## src/fhpa_pkg.sv

```systemverilog
// ----------------------------------------------------------------------------
// fhpa_pkg: shared types and constants of the handle pool allocator
// Pool size, field widths, request and status codes, and the command and
// status bundles that run between the controller and the datapath.
// ----------------------------------------------------------------------------
package fhpa_pkg;

	localparam int POOL_SIZE = 256;
	localparam int HANDLE_W  = $clog2(POOL_SIZE);
	localparam int CNT_W     = $clog2(POOL_SIZE + 1);

	localparam int REQ_W     = 2;
	localparam int FH_W      = 8;
	localparam int OUT_H_W   = 8;
	localparam int STATUS_W  = 2;

	localparam logic [REQ_W-1:0] REQ_ALLOC = 2'd0;
	localparam logic [REQ_W-1:0] REQ_TRY   = 2'd1;
	localparam logic [REQ_W-1:0] REQ_FREE  = 2'd2;

	localparam logic [STATUS_W-1:0] ST_OK          = 2'd0;
	localparam logic [STATUS_W-1:0] ST_NOT_IN_USE  = 2'd1;
	localparam logic [STATUS_W-1:0] ST_NO_FREE     = 2'd2;
	localparam logic [STATUS_W-1:0] ST_EXHAUSTED   = 2'd3;

	typedef logic [HANDLE_W-1:0] handle_t;
	typedef logic [CNT_W-1:0]    count_t;

	// Controller to datapath.
	typedef struct packed {
		logic accept_rdy;
		logic capture;
		logic pop_rd;
		logic exec_load;
		logic pop_load;
	} fhpa_cmd_t;

	// Datapath to controller.
	typedef struct packed {
		logic pop_needed;
		logic out_free;
	} fhpa_sts_t;

	// Next slot of the circular free queue.
	function automatic handle_t next_slot(input handle_t slot);
		handle_t nxt;
		if (32'(slot) == POOL_SIZE - 1) begin
			nxt = '0;
		end else begin
			nxt = slot + handle_t'(1);
		end
		return nxt;
	endfunction

	// Handle as reported on the 8-bit result field.
	function automatic logic [OUT_H_W-1:0] out_handle(input handle_t h);
		return OUT_H_W'(h);
	endfunction

endpackage

```

## src/fhpa_req_if.sv

```systemverilog
// ----------------------------------------------------------------------------
// fhpa_req_if: request channel
// Valid/ready channel that carries one allocate, try-allocate or free item.
// ----------------------------------------------------------------------------
interface fhpa_req_if;
	logic                         valid;
	logic                         ready;
	logic [fhpa_pkg::REQ_W-1:0]   req_type;
	logic [fhpa_pkg::FH_W-1:0]    free_handle;

	modport source (output valid, output req_type, output free_handle, input ready);
	modport sink   (input valid, input req_type, input free_handle, output ready);
endinterface

```

## src/fhpa_res_if.sv

```systemverilog
// ----------------------------------------------------------------------------
// fhpa_res_if: result channel
// Valid/ready channel that carries one result item per request.
// ----------------------------------------------------------------------------
interface fhpa_res_if;
	logic                          valid;
	logic                          ready;
	logic [fhpa_pkg::OUT_H_W-1:0]  granted_handle;
	logic                          granted;
	logic [fhpa_pkg::STATUS_W-1:0] status;

	modport source (output valid, output granted_handle, output granted, output status,
		input ready);
	modport sink   (input valid, input granted_handle, input granted, input status,
		output ready);
endinterface

```

## src/fhpa_ctrl.sv

```systemverilog
// ----------------------------------------------------------------------------
// fhpa_ctrl: request sequencer
// Takes one item at a time, decides between the direct path and the queue
// pop path, and loads the result once the output register is free.
// ----------------------------------------------------------------------------
module fhpa_ctrl (
	input  logic                clk,
	input  logic                arst_n,
	input  logic                in_valid,
	input  fhpa_pkg::fhpa_sts_t sts,
	output fhpa_pkg::fhpa_cmd_t cmd
);
	import fhpa_pkg::*;

	localparam logic [1:0] S_IDLE = 2'd0;
	localparam logic [1:0] S_EXEC = 2'd1;
	localparam logic [1:0] S_POP  = 2'd2;

	logic [1:0] state_q;
	logic [1:0] state_d;

	always_comb begin
		cmd     = '0;
		state_d = state_q;
		unique case (state_q)
			S_IDLE: begin
				cmd.accept_rdy = 1'b1;
				if (in_valid) begin
					cmd.capture = 1'b1;
					state_d     = S_EXEC;
				end
			end
			S_EXEC: begin
				if (sts.pop_needed) begin
					cmd.pop_rd = 1'b1;
					state_d    = S_POP;
				end else if (sts.out_free) begin
					cmd.exec_load = 1'b1;
					state_d       = S_IDLE;
				end
			end
			S_POP: begin
				if (sts.out_free) begin
					cmd.pop_load = 1'b1;
					state_d      = S_IDLE;
				end
			end
			default: begin
				state_d = S_IDLE;
			end
		endcase
	end

	always_ff @(posedge clk or negedge arst_n) begin
		if (!arst_n) begin
			state_q <= S_IDLE;
		end else begin
			state_q <= state_d;
		end
	end

endmodule

```

## src/fhpa_dp.sv

```systemverilog
// ----------------------------------------------------------------------------
// fhpa_dp: allocator datapath
// Free queue memory with head, tail and count, the in-use map, the mint
// counter, the request register and the output register.
// ----------------------------------------------------------------------------
module fhpa_dp (
	input  logic                          clk,
	input  logic                          arst_n,
	input  logic [fhpa_pkg::REQ_W-1:0]    req_type,
	input  logic [fhpa_pkg::FH_W-1:0]     free_handle,
	input  fhpa_pkg::fhpa_cmd_t           cmd,
	output fhpa_pkg::fhpa_sts_t           sts,
	fhpa_res_if.source                    res
);
	import fhpa_pkg::*;

	handle_t               queue_mem [POOL_SIZE];
	handle_t               rdata_q;

	logic [REQ_W-1:0]      req_q;
	logic [FH_W-1:0]       fh_q;

	handle_t               head_q;
	handle_t               tail_q;
	count_t                count_q;
	count_t                minted_q;
	logic [POOL_SIZE-1:0]  in_use_q;

	logic                  out_valid_q;
	logic [OUT_H_W-1:0]    out_handle_q;
	logic                  out_granted_q;
	logic [STATUS_W-1:0]   out_status_q;

	handle_t               fh_idx;
	logic                  fh_in_range;
	logic                  free_ok;
	logic                  mint_ok;
	logic                  is_alloc;

	assign fh_idx      = handle_t'(fh_q);
	assign fh_in_range = 32'(fh_q) < POOL_SIZE;
	assign free_ok     = fh_in_range && in_use_q[fh_idx];
	assign mint_ok     = 32'(minted_q) < POOL_SIZE;
	assign is_alloc    = (req_q == REQ_ALLOC) || (req_q == REQ_TRY);

	assign sts.pop_needed = is_alloc && (count_q != '0);
	assign sts.out_free   = !out_valid_q || res.ready;

	assign res.valid          = out_valid_q;
	assign res.granted_handle = out_handle_q;
	assign res.granted        = out_granted_q;
	assign res.status         = out_status_q;

	// Request register and queue memory.
	always_ff @(posedge clk) begin
		if (cmd.capture) begin
			req_q <= req_type;
			fh_q  <= free_handle;
		end
		if (cmd.exec_load && req_q == REQ_FREE && free_ok) begin
			queue_mem[tail_q] <= fh_idx;
		end
		if (cmd.pop_rd) begin
			rdata_q <= queue_mem[head_q];
		end
	end

	// Result payload.
	always_ff @(posedge clk) begin
		if (cmd.pop_load) begin
			out_handle_q  <= out_handle(rdata_q);
			out_granted_q <= 1'b1;
			out_status_q  <= ST_OK;
		end else if (cmd.exec_load) begin
			out_handle_q  <= '0;
			out_granted_q <= 1'b0;
			out_status_q  <= ST_OK;
			case (req_q)
				REQ_ALLOC: begin
					if (mint_ok) begin
						out_handle_q  <= out_handle(handle_t'(minted_q));
						out_granted_q <= 1'b1;
					end else begin
						out_status_q <= ST_EXHAUSTED;
					end
				end
				REQ_TRY: begin
					out_status_q <= ST_NO_FREE;
				end
				REQ_FREE: begin
					if (!free_ok) begin
						out_status_q <= ST_NOT_IN_USE;
					end
				end
				default: begin
					out_status_q <= ST_OK;
				end
			endcase
		end
	end

	// Queue pointers, mint counter, in-use map and output valid.
	always_ff @(posedge clk or negedge arst_n) begin
		if (!arst_n) begin
			head_q      <= '0;
			tail_q      <= '0;
			count_q     <= '0;
			minted_q    <= '0;
			in_use_q    <= '0;
			out_valid_q <= 1'b0;
		end else begin
			if (cmd.pop_load || cmd.exec_load) begin
				out_valid_q <= 1'b1;
			end else if (res.ready) begin
				out_valid_q <= 1'b0;
			end
			if (cmd.pop_rd) begin
				head_q  <= next_slot(head_q);
				count_q <= count_q - count_t'(1);
			end
			if (cmd.pop_load) begin
				in_use_q[rdata_q] <= 1'b1;
			end
			if (cmd.exec_load) begin
				if (req_q == REQ_ALLOC && mint_ok) begin
					in_use_q[handle_t'(minted_q)] <= 1'b1;
					minted_q <= minted_q + count_t'(1);
				end
				if (req_q == REQ_FREE && free_ok) begin
					in_use_q[fh_idx] <= 1'b0;
					tail_q  <= next_slot(tail_q);
					count_q <= count_q + count_t'(1);
				end
			end
		end
	end

endmodule

```

## src/fifo_handle_pool_allocator.sv

```systemverilog
// ----------------------------------------------------------------------------
// fifo_handle_pool_allocator: handle allocator with a FIFO free list
// A result is loaded into the output register once its item is in the
// request register; when the handle is popped from the free queue, a read
// of the queue memory into the read-data register comes first.
// The sequencer handles one item at a time: it takes no new item until the
// last item's result is loaded; a stalled output holds that load back.
// Reset clears pointers, counters, the in-use map and the handshake at once;
// no clearing pass is needed and the queue memory is left as it is.
// ----------------------------------------------------------------------------
module fifo_handle_pool_allocator (
	input  logic        clk,
	input  logic        arst_n,
	fhpa_req_if.sink    req,
	fhpa_res_if.source  res
);
	import fhpa_pkg::*;

	// The sequencer accepts an item only in its idle state. A free or a
	// mint-on-allocate item is resolved in the exec state from the
	// registered map and counters. An allocate that finds freed handles reads
	// the oldest one into the read-data register first and reports it from there.
	// The output register is loaded only when it is empty or being drained,
	// so an item can be accepted while the previous result still waits.

	fhpa_cmd_t cmd;
	fhpa_sts_t sts;

	assign req.ready = cmd.accept_rdy;

	fhpa_ctrl u_ctrl (
		.clk      (clk),
		.arst_n   (arst_n),
		.in_valid (req.valid),
		.sts      (sts),
		.cmd      (cmd)
	);

	fhpa_dp u_dp (
		.clk         (clk),
		.arst_n      (arst_n),
		.req_type    (req.req_type),
		.free_handle (req.free_handle),
		.cmd         (cmd),
		.sts         (sts),
		.res         (res)
	);

	// A queue read is always followed by its completion cycle, never by a
	// direct load or a new acceptance.
	a_pop_then_finish: assert property (@(posedge clk) disable iff (!arst_n)
		cmd.pop_rd |=> !cmd.exec_load && !req.ready)
		else $error("queue pop not followed by its completion cycle");

	// After an item is accepted the block takes no further item the next cycle.
	a_busy_after_accept: assert property (@(posedge clk) disable iff (!arst_n)
		(req.valid && req.ready) |=> !req.ready)
		else $error("item accepted while previous item in progress");

	// A grant always reports an ok status.
	a_grant_ok: assert property (@(posedge clk) disable iff (!arst_n)
		(res.valid && res.granted) |-> (res.status == ST_OK))
		else $error("grant with error status");

	// A result is loaded only when the output register can take it.
	a_no_overwrite: assert property (@(posedge clk) disable iff (!arst_n)
		(res.valid && !res.ready) |-> !(cmd.exec_load || cmd.pop_load))
		else $error("output register overwritten while stalled");

endmodule
```

## src/flat_wrapper.sv

```systemverilog
// flat-port wrapper written by rule: the top's interface ports become plain ports
module fifo_handle_pool_allocator_flat import fhpa_pkg::*;
  (clk, arst_n, req_valid, req_req_type, req_free_handle, req_ready, res_valid, res_granted_handle, res_granted, res_status, res_ready);
  fhpa_req_if req_i ();
  fhpa_res_if res_i ();
  input  logic clk;
  input  logic arst_n;
  input wire logic [$bits(req_i.valid)-1:0] req_valid;
  input wire logic [$bits(req_i.req_type)-1:0] req_req_type;
  input wire logic [$bits(req_i.free_handle)-1:0] req_free_handle;
  output wire logic [$bits(req_i.ready)-1:0] req_ready;
  output wire logic [$bits(res_i.valid)-1:0] res_valid;
  output wire logic [$bits(res_i.granted_handle)-1:0] res_granted_handle;
  output wire logic [$bits(res_i.granted)-1:0] res_granted;
  output wire logic [$bits(res_i.status)-1:0] res_status;
  input wire logic [$bits(res_i.ready)-1:0] res_ready;
  assign req_i.valid = req_valid;
  assign req_i.req_type = req_req_type;
  assign req_i.free_handle = req_free_handle;
  assign req_ready = req_i.ready;
  assign res_valid = res_i.valid;
  assign res_granted_handle = res_i.granted_handle;
  assign res_granted = res_i.granted;
  assign res_status = res_i.status;
  assign res_i.ready = res_ready;
  fifo_handle_pool_allocator u_core (.clk(clk), .arst_n(arst_n), .req(req_i), .res(res_i));
endmodule
```

## config.mk

```make
export PLATFORM = sky130hd
export DESIGN_NAME = fifo_handle_pool_allocator_flat
export DESIGN_NICKNAME = d
export VERILOG_FILES = /design/src/fhpa_pkg.sv /design/src/fhpa_req_if.sv /design/src/fhpa_res_if.sv /design/src/fhpa_ctrl.sv /design/src/fhpa_dp.sv /design/src/fifo_handle_pool_allocator.sv /design/src/flat_wrapper.sv
export SDC_FILE = /design/constraint.sdc
export NUM_CORES = 2
export LEC_CHECK = 0
export BUFFER_PORTS_ARGS = -buffer_cell sky130_fd_sc_hd__buf_2
export CORE_MARGIN = 2
export CORE_UTILIZATION = 40
export CTS_CLUSTER_DIAMETER = 200
export DETAILED_ROUTE_END_ITERATION = 6
export GPL_TIMING_DRIVEN = 0
export PLACE_DENSITY = 0.67
export RECOVER_POWER = 100
export SLEW_MARGIN = 25
export SYNTH_ARGS = -nofsm -noshare
export SYNTH_HDL_FRONTEND = slang
export SYNTH_SLANG_ARGS = --single-unit
export TNS_END_PERCENT = 5
```

## constraint.sdc

```tcl
create_clock -name clk -period 6.42 [get_ports clk]
set_clock_uncertainty 0.2 [all_clocks]
set_input_delay 0 -clock clk [delete_from_list [all_inputs] [get_ports clk]]
set_output_delay 0 -clock clk [all_outputs]
set_load 0.005 [all_outputs]
```

Yosys cells after proc, flatten, opt, wreduce, memory -nomap -nowiden

Memories as Yosys holds them, arrays and structs flattened. A register that Yosys moved wholly into a read port is not among the register bits.
Cells that the tools add are included.

Memory bits (writable): 2048
Memories: 1
Word-level logic and storage cells: 97
Output and inout bits: 13
Register bits after elaboration: 314

Eq/ne operators: 7
Add/subtract/negate cells: 5
Order comparisons: 7
Bitwise operators: 4
Multiplexer cells: 42
Reduce and logical (&&, ||, !) cells: 19

Memory list:

| name                  | words | bits a word | rd ports | clocked after memory_dff | write ports | RTL line      | source |
|---|---|---|---|---|---|---|---|
| u_core.u_dp.queue_mem | 256   | 8           | 1        | 1                        | 1           | fhpa_dp.sv:17 | `handle_t queue_mem [POOL_SIZE];` |

Operator list:

| kind                | number |
|---|---|
| $mux 256            | 5 |
| $or 256x256->256    | 2 |
| $and 256x256->256   | 1 |
| $not 256->256       | 1 |
| $mux 8              | 6 |
| $lt 8x9->1 const B  | 3 |
| $mux 9              | 3 |
| $demux 1 s8         | 3 |
| $ge 8x1->1 const B  | 3 |
| $add 9x1->9 const B | 2 |
| $add 8x1->8 const B | 2 |
| $eq 8x8->1 const B  | 2 |
| $mux 1              | 16 |
| $mux 2              | 6 |
| $pmux 2 s3          | 2 |
| $lt 9x9->1 const B  | 1 |
| $reduce_bool 9->1   | 1 |
| $sub 9x1->9 const B | 1 |
| $bmux 1 s8          | 1 |
| $logic_and 1x1->1   | 8 |
| $eq 2x1->1 const B  | 2 |
| $eq 2x2->1 const B  | 2 |
| $logic_not 2->1     | 2 |
| $reduce_and 2->1    | 2 |
| 4 further kinds     | 7 |

Logic depth before layout (Yosys ltp)

Depth in word-level cells: 12
Mapped depth: 13
Depth with buffers taken out: 12

Cells and area by module

A second synthesis with hierarchy kept.

Cells, all modules: 4760
Area, all modules: 95651.7 um2

By module, submodules not included:

| module    | area each (um2) | instances | sequential area each (um2) | cells each |
|---|---|---|---|---|
| fhpa_dp   | 95532.9         | 1         | 69621.8                    | 4748 |
| fhpa_ctrl | 118.9           | 1         | 50.0                       | 12 |

Worst setup path before layout

OpenSTA, ideal clock, no wires.

Kind: reg-to-reg
From: register u_core.u_dp.fh_q[3], in the netlist u_core.u_dp.fh_idx[3]
To: memory u_core.u_dp.queue_mem[101][0] in the netlist's numbering, enable pin
Arrival: 6.142 ns
Clock period less this slack: 6.712 ns
Slack: -0.292 ns
Library setup time: 0.370 ns
Buffers on the path: 5
Stages on the path, launching flop included: 12
Required time: 5.850 ns
Path through: edfxtp_1 > buf_2 > buf_2 > buf_2 > mux4_2 > a211oi_1 > o41a_1 > a32oi_1 > buf_2 > nand3_2 > buf_2 > nor2_1

Cells in the longest elaborated chain, start to end: 5

Ends and longest elaborated chain:

| element                      | RTL line      | source |
|---|---|---|
| from (decl)                  | fhpa_dp.sv:21 | `logic [FH_W-1:0] fh_q;` |
| from (signal assigned)       | fhpa_dp.sv:58 | `fh_q <= free_handle;` |
| $bmux 1 s8                   | fhpa_dp.sv:42 | `assign free_ok = fh_in_range && in_use_q[fh_idx];` |
| $mux 1 (not written as such) | fhpa_dp.sv:42 |  |
| $logic_and 1x1->1            | fhpa_dp.sv:60 | `if (cmd.exec_load && req_q == REQ_FREE && free_ok) begin` |
| $mux 1                       | fhpa_dp.sv:60 |  |
| $mux 1 (not written as such) | fhpa_dp.sv:61 | `queue_mem[tail_q] <= fh_idx;` |
| to (decl)                    | fhpa_dp.sv:17 |  |

No other way between the ends. The select of a mux whose other input is x is not followed.

Worst setup path in the final report

From: register u_core.u_dp.fh_q[5], in the netlist u_core.u_dp.fh_idx[5]
To: memory u_core.u_dp.queue_mem[47][4] in the netlist's numbering, enable pin

The elaborated chain is that of the path after synthesis.

==> results.ini <==
[setup_path]
critPathRequiredTime_ps=6760
crit_fanout=19
worst_setup_path_end_kind=register
crit_type=reg -> reg
cp.arrival_ps=6660
ff2ff_path_depth=14
start_kind=register

[clock_tree]
ctsRootBufferMaster=clkbuf_16
cts_buffer_depth=3
clk_pin_slew_ps=60
h-tree-depth=4
cts_tree=yes
postCtsSetupRepairBufs=0
cts_sinks=2370
clkLatencyLatePin_ps=930
cts_buffers=235
post_cts_resized=0

[drt]
detail-route-antenna-nets=0
drt-pass1-iter-count=7
wl_um=284000
wl_per_cell_um=33.1
viasPerCell=6.32
drc_errors=22
vias=54300
drt_iter0_drc=8807

[pwr]
p_leak_nw=34.3
comb_power_share=0.274
p_int_mw=29.8
p_sw_frac=0.307
seq_power_share=0.408
p_switching_mw=13.2
power.density_nw_per_um2=391
vdd_drop_max_v=0.000353
p_clk_frac=0.317
power_mw=42.9

[yosys]
syn_inst=4806
synth_area_um2=95900
synth_edf_count=2074
synth_cell_types=63
yosys_warnings=0
synthArstFlopShare=0.124
syn_nets=4831
synth_seq_cells=2370
ys.flop_type=edfxtp_1
seq_area_frac_synth=0.727
avgSynthCellArea_um2=20.0

[hold_path]
hold_path_class=in -> reg
whs_path_depth=3

[sta]
slew_headroom=-1.99
setup_violations=0
worst_pin_slew_ps=4480
slew_violations=96
max_freq_ghz=0.158
hold_viol=0
min_period_ps=6320
min_period_over_period=0.984
rsz0062_at_grt=false
holdWs_ps=169

[floorplanning]
die-height_um=494
num_rows=179
die_w_um=494
start_util=0.403
io_pins=27
design.die.area_um2=244000
coreArea_um2=238000

[job]
drv_cap=3

[placement]
dp_hpwl_um=193000
gp_congestion=0.997
io_buffers=26
placed_cell_area_um2=104000

[global_route]
grt_overflow=0
grtUsageTotal=0.230
grt_pass1_wl_um=400000
grt_max_degree=92
antenna_found_initial=14
grt_pass1_vias=53400

[cells_and_area]
nets=5245
final.fill_count=19700
finalInstanceArea_um2=110000
area_growth_pct=14.4
drive_above_1_share=0.258

[status]
violations=DRC, capacitance limit, slew limit
status=finished with violations

-- cell usage after synthesis (33+ instances only) --
cell      instances  area [um^2]
and2_1           38          238
mux4_2          734        16500
clkbuf_1        241          905
mux2i_1          33          330
buf_2            91          455
dfrtp_1         293         7330
a31oi_1         257         1610
a221oi_1        238         2080
nor2_1          326         1220
a21oi_1          33          165
edfxtp_1       2074        62300
nand2_1         133          499
nor3_1           42          210
-- metrics by stage --
step | TNS, ps | utilization | worst slack [ps] | std cells
2_1_floorplan | -2720 | - | -11.6 | 4806
3_3_place_gp | - | 0.427 | -6820 | 7999
3_5_place_dp | 0 | 0.436 | 264 | 8121
4_1_cts | 0 | 0.469 | 199 | 8592
5_1_grt | 0 | 0.461 | 171 | 8592
6_report | 0 | 0.461 | 102 | 8596
-- placed cells by master, fill, tap and decap left out, drive strengths merged, types with 6 or more instances in the layout --
| master | count |
|---|---|
| a21o | 18 |
| ha | 11 |
| mux2i | 33 |
| clkinv | 109 |
| clkinvlp | 7 |
| bufinv | 18 |
| xor2 | 12 |
| buf | 127 |
| a22o | 10 |
| inv | 18 |
| edfxtp | 2074 |
| and3 | 8 |
| dfrtp | 293 |
| mux2 | 7 |
| clkbuf | 696 |
| nor4 | 10 |
| dlygate4sd3 | 29 |
| nand4 | 6 |
| a211oi | 6 |
| mux4 | 734 |
| a221oi | 238 |
| nand2 | 133 |
| nor2b | 9 |
| o21ai | 14 |
| a31oi | 257 |
| a21oi | 33 |
| nand3 | 16 |
| nor2 | 327 |
| and2 | 38 |
| o31ai | 7 |
| nor3 | 44 |
| xnor2 | 10 |
| nand2b | 25 |
-- worst max-delay path: stages (launching register included) --
cell      delay (ps)
edfxtp_1         550
buf_8            240
buf_16           160
buf_6            200
inv_1            240
clkbuf_1         780
nand2_1          110
and3_1           250
a31oi_1          200
o21ai_0          260
a32o_1           510
nor3_4          1000
clkbuf_2         480
buf_16           210
and2_1           470
-- area by class of cell --
class,instances,area [um^2],area share
inverter,14,52.6,0.000479
clock buffer,303,6230,0.0567
tap,3167,3960,0.0361
sequential,2370,69700,0.635
clock inverter,138,1410,0.0129
timing repair buffer,178,1140,0.0104
antenna,5,12.5,0.000114
multi-input combinational,2050,25600,0.233
buffer,371,1680,0.0153
-- power by group through the flow --
stage | clock (mW) | combinational (mW) | sequential [mW]
2_1_floorplan | 0 | 6.86 | 18.1
3_3_place_gp | 0 | 11.0 | 18.5
3_5_place_dp | 0 | 11.9 | 17.8
4_1_cts | 13.7 | 12.0 | 17.5
5_1_grt | 14.3 | 12.1 | 17.5
6_report | 13.6 | 11.8 | 17.5
-- worst paths after layout --
| check | startpoint | endpoint | slack, ps |
|---|---|---|---|
| max in group asynchronous | arst_n | u_core.u_dp.head_q[1]$_DFFE_PN0P_ | 1070 |
| worst min register to register | u_core.u_dp.count_q[8]$_DFF_PN0_ | u_core.u_dp.count_q[8]$_DFF_PN0_ | 290 |
| worst min-delay path | req_free_handle[5] | u_core.u_dp.fh_idx[5]$_DFFE_PP_ | 170 |
| min in group asynchronous | arst_n | u_core.u_dp.in_use_q[98]$_DFF_PN0_ | 2220 |
| worst max-delay path | u_core.u_dp.fh_idx[5]$_DFFE_PP_ | u_core.u_dp.queue_mem[47][4]$_DFFE_PP_ | 100 |
| worst max register to register | u_core.u_dp.fh_idx[5]$_DFFE_PP_ | u_core.u_dp.queue_mem[47][4]$_DFFE_PP_ | 100 |
-- flip-flops by register name (all words and copies together) (netlist names) --
signal / count
u_core.u_dp.in_use_q: 256
u_core.u_dp.res.status: 2
u_core.u_dp.count_q: 9
u_core.u_dp.res.granted: 1
u_core.u_dp.rdata_q: 8
u_core.u_dp.res.granted_handle: 8
u_core.u_dp.head_q: 8
u_core.u_dp.tail_q: 8
u_core.u_ctrl.state_q: 2
u_core.u_dp.res.valid: 1
u_core.u_dp.minted_q: 9
u_core.u_dp.queue_mem: 2048
u_core.u_dp.fh_idx: 8
u_core.u_dp.req_q: 2
-- cells by family after synthesis --
| group | share of synthesized area |
|---|---|
| flip-flops | 0.727 |
| multiplexers | 0.177 |
| AND/OR/NAND/NOR | 0.0291 |
| AO/OA/AOI/OAI | 0.0470 |
| buffers and inverters | 0.0172 |
| XOR/XNOR | 0.00201 |
| adder cells (fa/ha/maj) | 0.00144 |
-- layer usage --
layer  up-vias  wire length (um)  GRT usage
met5         -                42          0
met4         6             11300     0.0794
met3       720             33100     0.0576
met2      3629            130000      0.354
met1     28800            109000      0.321
li1      21200                 -          -
-- what timing repair did --
| action | in CTS | in global routing |
|---|---|---|
| hold buffers | 30 | 0 |
| endpoints found under the hold margin | 343 | 0 |
| setup endpoints to repair | 0 | 18 |
(Power assumes the default switching activity.)
